`src/hw/rtl/ecs_pkg.sv`:
```
// ----------------------------------------------------------------------------
// ecs_pkg
// Shared types, sizes and codes of the element-centric similarity block.
// ----------------------------------------------------------------------------
package ecs_pkg;

    localparam int CLUSTERS_A   = 64;
    localparam int CLUSTERS_B   = 64;
    localparam int MAX_ELEMENTS = 65536;

    localparam int IA_W    = $clog2(CLUSTERS_A);
    localparam int IB_W    = $clog2(CLUSTERS_B);
    localparam int PAIR_W  = IA_W + IB_W;
    localparam int PAIRS   = CLUSTERS_A * CLUSTERS_B;
    localparam int CNT_W   = 17;
    localparam int SUM_W   = 33;
    localparam int Q_W     = 17;
    localparam int CFG_W   = 16;
    localparam int CLR_W   = (PAIR_W > IA_W ? PAIR_W : IA_W) + 1;

    localparam logic [CNT_W-1:0] MAX_CNT = CNT_W'(MAX_ELEMENTS);
    localparam logic [Q_W-1:0]   Q_ONE   = Q_W'(65536);

    typedef enum logic [1:0] {
        REQ_ACC   = 2'd0,
        REQ_SCORE = 2'd1,
        REQ_CLEAR = 2'd2,
        REQ_NONE  = 2'd3
    } req_t;

    typedef enum logic [1:0] {
        ST_OK    = 2'd0,
        ST_RANGE = 2'd1,
        ST_SAT   = 2'd2,
        ST_EMPTY = 2'd3
    } status_t;

    localparam logic CFG_OFFSET_A = 1'b0;
    localparam logic CFG_OFFSET_B = 1'b1;

    typedef enum logic [3:0] {
        S_CLEAR, S_IDLE, S_READ, S_LOOK, S_ACC_WR, S_DIV1, S_DIV1_RUN,
        S_DIV2, S_DIV2_RUN, S_OUT
    } state_t;

    typedef struct packed {
        logic [1:0]  req_type;
        logic [15:0] label_a;
        logic [15:0] label_b;
        logic        last;
    } in_item_t;

    typedef struct packed {
        logic [1:0]     status;
        logic [Q_W-1:0] score;
        logic [Q_W-1:0] average;
        logic           average_valid;
    } out_item_t;

    typedef struct packed {
        logic start;
        logic busy;
        logic done;
    } div_ctl_t;

endpackage

```
`src/hw/rtl/ecs_divider.sv`:
```
// ----------------------------------------------------------------------------
// ecs_divider
// Radix-2 restoring divider, one quotient bit per cycle, 34-bit dividend.
// ----------------------------------------------------------------------------
module ecs_divider (
    input  logic                        aclk,
    input  logic                        aresetn,
    input  logic                        start,
    input  logic [ecs_pkg::SUM_W:0]     dividend,
    input  logic [ecs_pkg::CNT_W-1:0]   divisor,
    output logic [ecs_pkg::SUM_W:0]     quotient,
    output ecs_pkg::div_ctl_t           ctl
);

    localparam int N = ecs_pkg::SUM_W + 1;

    logic [N-1:0]                 q_reg, q_next;
    logic [ecs_pkg::CNT_W:0]      r_reg, r_next;
    logic [ecs_pkg::CNT_W-1:0]    d_reg, d_next;
    logic [$clog2(N+1)-1:0]       n_reg, n_next;
    logic                         busy_reg, busy_next;
    logic                         done_reg, done_next;
    logic [ecs_pkg::CNT_W+1:0]    trial;

    always_comb begin
        q_next    = q_reg;
        r_next    = r_reg;
        d_next    = d_reg;
        n_next    = n_reg;
        busy_next = busy_reg;
        done_next = 1'b0;
        trial     = {r_reg, q_reg[N-1]} - {2'b00, d_reg};
        if (start) begin
            q_next    = dividend;
            r_next    = '0;
            d_next    = divisor;
            n_next    = ($clog2(N+1))'(N);
            busy_next = 1'b1;
        end else if (busy_reg) begin
            // The remainder stays below the divisor, so one subtract decides the bit.
            if (!trial[ecs_pkg::CNT_W+1]) begin
                r_next = trial[ecs_pkg::CNT_W:0];
                q_next = {q_reg[N-2:0], 1'b1};
            end else begin
                r_next = {r_reg[ecs_pkg::CNT_W-1:0], q_reg[N-1]};
                q_next = {q_reg[N-2:0], 1'b0};
            end
            n_next = n_reg - 1'b1;
            if (n_reg == 1) begin
                busy_next = 1'b0;
                done_next = 1'b1;
            end
        end
    end

    always_ff @(posedge aclk) begin
        if (!aresetn) begin
            busy_reg <= 1'b0;
            done_reg <= 1'b0;
            n_reg    <= '0;
        end else begin
            busy_reg <= busy_next;
            done_reg <= done_next;
            n_reg    <= n_next;
        end
        q_reg <= q_next;
        r_reg <= r_next;
        d_reg <= d_next;
    end

    assign quotient  = q_reg;
    assign ctl.start = start;
    assign ctl.busy  = busy_reg;
    assign ctl.done  = done_reg;

endmodule

```
`config.mk`:
```
export PLATFORM = sky130hd
export DESIGN_NAME = ecs_divider
export DESIGN_NICKNAME = d
export VERILOG_FILES = /design/src/hw/rtl/ecs_pkg.sv /design/src/hw/rtl/ecs_divider.sv
export SDC_FILE = /design/constraint.sdc
export NUM_CORES = 1
export LEC_CHECK = 0
export BUFFER_PORTS_ARGS = -buffer_cell sky130_fd_sc_hd__buf_2
export CORE_MARGIN = 3
export CORE_UTILIZATION = 25
export DETAILED_ROUTE_END_ITERATION = 10
export PLACE_DENSITY = 0.53
export SYNTH_ARGS = -nofsm -noshare
export SYNTH_HDL_FRONTEND = slang
export SYNTH_SLANG_ARGS = --single-unit
export TNS_END_PERCENT = 20
```
`constraint.sdc`:
```
create_clock -name aclk -period 3.2 [get_ports aclk]
set_input_delay 0.64 -clock aclk [delete_from_list [all_inputs] [get_ports aclk]]
set_output_delay 0.64 -clock aclk [all_outputs]
set_load 0.02 [all_outputs]
```
== Word level (Yosys, flattened, before mapping) ==
Cells that the tools add are included.
Cells by class
  $add $sub $neg: 2
  equal/unequal tests: 1
  muxes and demuxes: 10
  reductions and logical operators: 3
  bitwise gates (word level): 2
Operators by type and width (number)
  $mux 34: 2
  $sub 19x17->19: 1
  $mux 18: 1
  $mux 6: 2
  $eq 6x1->1 const B: 1
  $sub 6x1->6 const B: 1
  $mux 1: 5
  $reduce_or 3->1: 1
  $not 1->1: 2
  $reduce_bool 2->1: 1
  $reduce_or 2->1: 1
Storage, ports and cells
  output and inout bits: 37
  register bits: 77
  bits of input ports: 54
  word-level logic and storage cells: 25

== Depth between registers and ports, before layout ==
  depth after elaboration: 4
  depth in mapped cells: 12
  gate-level depth less buffers: 11

== Worst setup path after synthesis ==
No wires, ideal clock.
  kind: reg-to-reg
  from: register q_reg[33] (netlist: quotient[33])
  to: register r_reg[9] (netlist name)
  path buffers: 1
  arrival time: 2.797 ns
  library setup time: 0.088 ns
  data required time: 3.112 ns
  period minus slack after synthesis: 2.885 ns
  path slack: 0.315 ns
  cell stages (with the launch flop): 13
  path through: edfxtp_1 -> inv_1 -> ha_1 -> inv_1 -> fa_1 -> a211oi_1 -> o21ai_4 -> a21oi_2 -> o41ai_4 -> xor2_4 -> buf_8 -> nand2_2 -> a311oi_2
Between the ends
  cells in the longest elaborated chain, start to end: 2
Ends and longest elaborated chain
  start: declaration: RTL line ecs_divider.sv:17  | logic [N-1:0] q_reg, q_next;
  start signal: assignment: RTL line ecs_divider.sv:66  | q_reg <= q_next;
  $sub 19x17->19: RTL line ecs_divider.sv:32  | trial = {r_reg, q_reg[N-1]} - {2'b00, d_reg};
  $mux 18: RTL line ecs_divider.sv:41  | if (!trial[ecs_pkg::CNT_W+1]) begin
  end signal: assignment: RTL line ecs_divider.sv:67  | r_reg <= r_next;
  end: declaration: RTL line ecs_divider.sv:18  | logic [ecs_pkg::CNT_W:0] r_reg, r_next;
Every way passes these cells.
A chain may end at the register's enable or synchronous reset.

== Worst setup path after layout ==
  from: register q_reg[33] (netlist: quotient[33])
  to: register r_reg[3] (netlist name)
The elaborated chain is that of the path after synthesis.

==> results.sh <==
export IMPL_mostFrequentLayoutCells="buf_2, edfxtp_1, mux2_2"
export IMPL_crit_fanout=11
export IMPL_grt_max_degree=35
export IMPL_fillers=1652
export IMPL_post_cts_buffers=0
export IMPL_critical_path_endpoint_type="flop"
export IMPL_cp_start_kind="flop"
export IMPL_path_clk_slew_ns=0.06
export IMPL_p_per_area_mw_per_mm2=592.7
export IMPL_htreeDepth=3
export IMPL_grt_pass1_vias=3042
export IMPL_setup_violations=0
export IMPL_cts_tree="yes"
export IMPL_startpoint="quotient[33]$_DFFE_PP_"
export IMPL_numCtsBuffers=9
export IMPL_root_buffer="clkbuf_16"
export IMPL_portBuffers=90
export IMPL_rsz0062_at_grt="false"
export IMPL_clock_latency_ns=0.34
export IMPL_ys_seq_area_frac=0.4940
export IMPL_synth_avg_cell_area_um2=11.60
export IMPL_hold_start="divisor[6]"
export IMPL_drt_pass1_iterations=4
export IMPL_clock_sink_count=77
export IMPL_synthCells=358
export IMPL_final_max_slew_viol_count=0
export IMPL_final_period_utilization=0.9064
export IMPL_criticalPathCategory="reg -> reg"
export IMPL_syn_cell_area_mm2=0.004154
export IMPL_ctsResizeCount=0
export IMPL_worstPathArrival_ns=3.14
export IMPL_period_needed_ns=2.901
export IMPL_power_mw=3.017
export IMPL_clock_fmax_mhz=344.8
export IMPL_async_flop_share=0
export IMPL_peakVddDrop_mv=0.3322
export IMPL_ctsHoldBuffers=0
export IMPL_gp_congestion=0.8200
export IMPL_drv_cap=0
export IMPL_synth_fp_nets=432
export IMPL_synth_edf_count=51
export IMPL_worst_slew_pin_slew_ns=0.7647
export IMPL_grt_pass1_wl_um=15450
export IMPL_clockBufferDepth=2
export IMPL_initial_core_util=0.2587
export IMPL_vias=2967
export IMPL_io_pins=91
export IMPL_die_w_um=134.9
export IMPL_ys_warn_count=0
export IMPL_hp_class="in -> reg"
export IMPL_antenna_found_initial=0
export IMPL_hpwl_um=6879
export IMPL_detail_route_wl_per_cell_um=14.06
export IMPL_skew_ns=0.005909
export IMPL_r2r_start="quotient[33]$_DFFE_PP_"
export IMPL_final_common_cell="buf_2"
export IMPL_timing_hold_violations_final=0
export IMPL_die_h_um=134.9
export IMPL_core_area_mm2=0.01606
export IMPL_synthToLayoutAreaGrowth_pct=22.56
export IMPL_yosysUniqueCellTypes=54
export IMPL_row_count=46
export IMPL_antenna_cells=0
export IMPL_die_area_mm2=0.01820
export IMPL_yosys_register_bits=77
export IMPL_drive_above_1_share=0.3650
export IMPL_largest_reg_flops=34
export IMPL_grt_use_total=0.1084
export IMPL_worstPathRequired_ns=3.44
export IMPL_drt_total_wl_um=9389
export IMPL_drc=0
export IMPL_status="finished, final reports clean"
export IMPL_viasPerCell=4.442
export IMPL_ys_flop_type="edfxtp_1"
export IMPL_tns_ns=0
export IMPL_drt_initial_drc_count=145
export IMPL_nets=521
export IMPL_gr_total_overflow=0
export IMPL_antenna_left=0
export IMPL_leakage_nw=2.078
export IMPL_max_slew_margin=0.4883
path summary, 6_finish.rpt:
| path | end | slack (ns) | depth (start not counted) |
|---|---|---|---|
| worst min register to register | r_reg[4]$_SDFFE_PP0P_ | 0.49 | 2 |
| worst max register to register | r_reg[3]$_SDFFE_PP0P_ | 0.30 | 12 |
| worst max-delay path | r_reg[3]$_SDFFE_PP0P_ | 0.30 | 12 |
| worst min-delay path | d_reg[6]$_DFFE_PP_ | 0.47 | 1 |
layout make-up:
type	instances	area, um^2	area share
Inverter	25	93.84	0.01843
Clock buffer	11	242.7	0.04768
Sequential cell	77	2052	0.4030
Timing Repair Buffer	98	523.0	0.1027
Tap cell	216	270.3	0.05308
Clock inverter	5	60.06	0.01180
Multi-Input combinational cell	236	1849	0.3632
metrics by stage:
step / setup WS, ns / cell area [um^2] / instances / hold slack, ns / util
after floorplan: 0.3148 / 4154 / 358 / 0.4526 / -
after global placement: 0.3382 / 4788 / 652 / 0.4756 / 0.2982
after detailed placement: 0.2820 / 4788 / 652 / 0.4818 / 0.2982
after CTS: 0.2553 / 5091 / 668 / 0.4497 / 0.3170
after global routing: 0.06988 / 5091 / 668 / 0.4479 / 0.3170
final: 0.2994 / 5091 / 668 / 0.4722 / 0.3170
synth_stat cells, types with 4 or more instances:
cell      count  share of area
xnor2_1      15          0.032
mux2_2       33          0.089
o21ai_0      15          0.018
xor2_1        5          0.011
inv_1        25          0.023
ha_1         19          0.057
a311oi_2      5          0.018
nand3_1       6         0.0072
nand2_2       4         0.0060
edfxtp_1     51           0.37
nor3_1        4         0.0048
nand2_1      29          0.026
buf_6         7          0.019
a21oi_1      19          0.023
o21bai_1      4         0.0072
a32oi_1       4         0.0084
dfxtp_1      26           0.13
buf_4         4         0.0072
nor2_1       22          0.020
mux2i_1       5          0.012
buf_2         4         0.0048
nand4_1       5         0.0075
clkbuf_1      4         0.0036
worst max-delay path, cell delays in order, from the launching register on:
cell	delay, ns
edfxtp_1	0.38
inv_1	0.08
ha_1	0.17
inv_1	0.05
fa_1	0.42
a211oi_1	0.43
o21ai_4	0.11
a21oi_2	0.26
o41ai_4	0.14
xnor2_1	0.21
buf_4	0.24
nand2_1	0.07
a311oi_1	0.25
report_power, final:
group / leakage, nW / switching (mW) / internal, mW
clock: 0.146 / 0.419 / 0.629
sequential: 0.722 / 0.0641 / 1.17
combinational: 1.21 / 0.424 / 0.309
routing by layer:
| layer | GRT usage | wire length, um |
|---|---|---|
| met3 | 0.05551 | 810 |
| met1 | 0.1370 | 4443 |
| met2 | 0.1595 | 3997 |
| met5 | 0 | 0 |
| met4 | 0.03733 | 137 |
cell families (layout without fill, tap and decap cells):
family / Yosys count / count (layout) / share of synthesized area
compound gates: 75 / 75 / 0.1404
xor+xnor: 21 / 21 / 0.04880
fa+ha+maj: 20 / 20 / 0.06205
buf+inv: 45 / 139 / 0.06084
flops: 77 / 77 / 0.4940
mux: 38 / 38 / 0.1015
simple gates: 82 / 82 / 0.09247
Power figures use the tool's default switching activity.
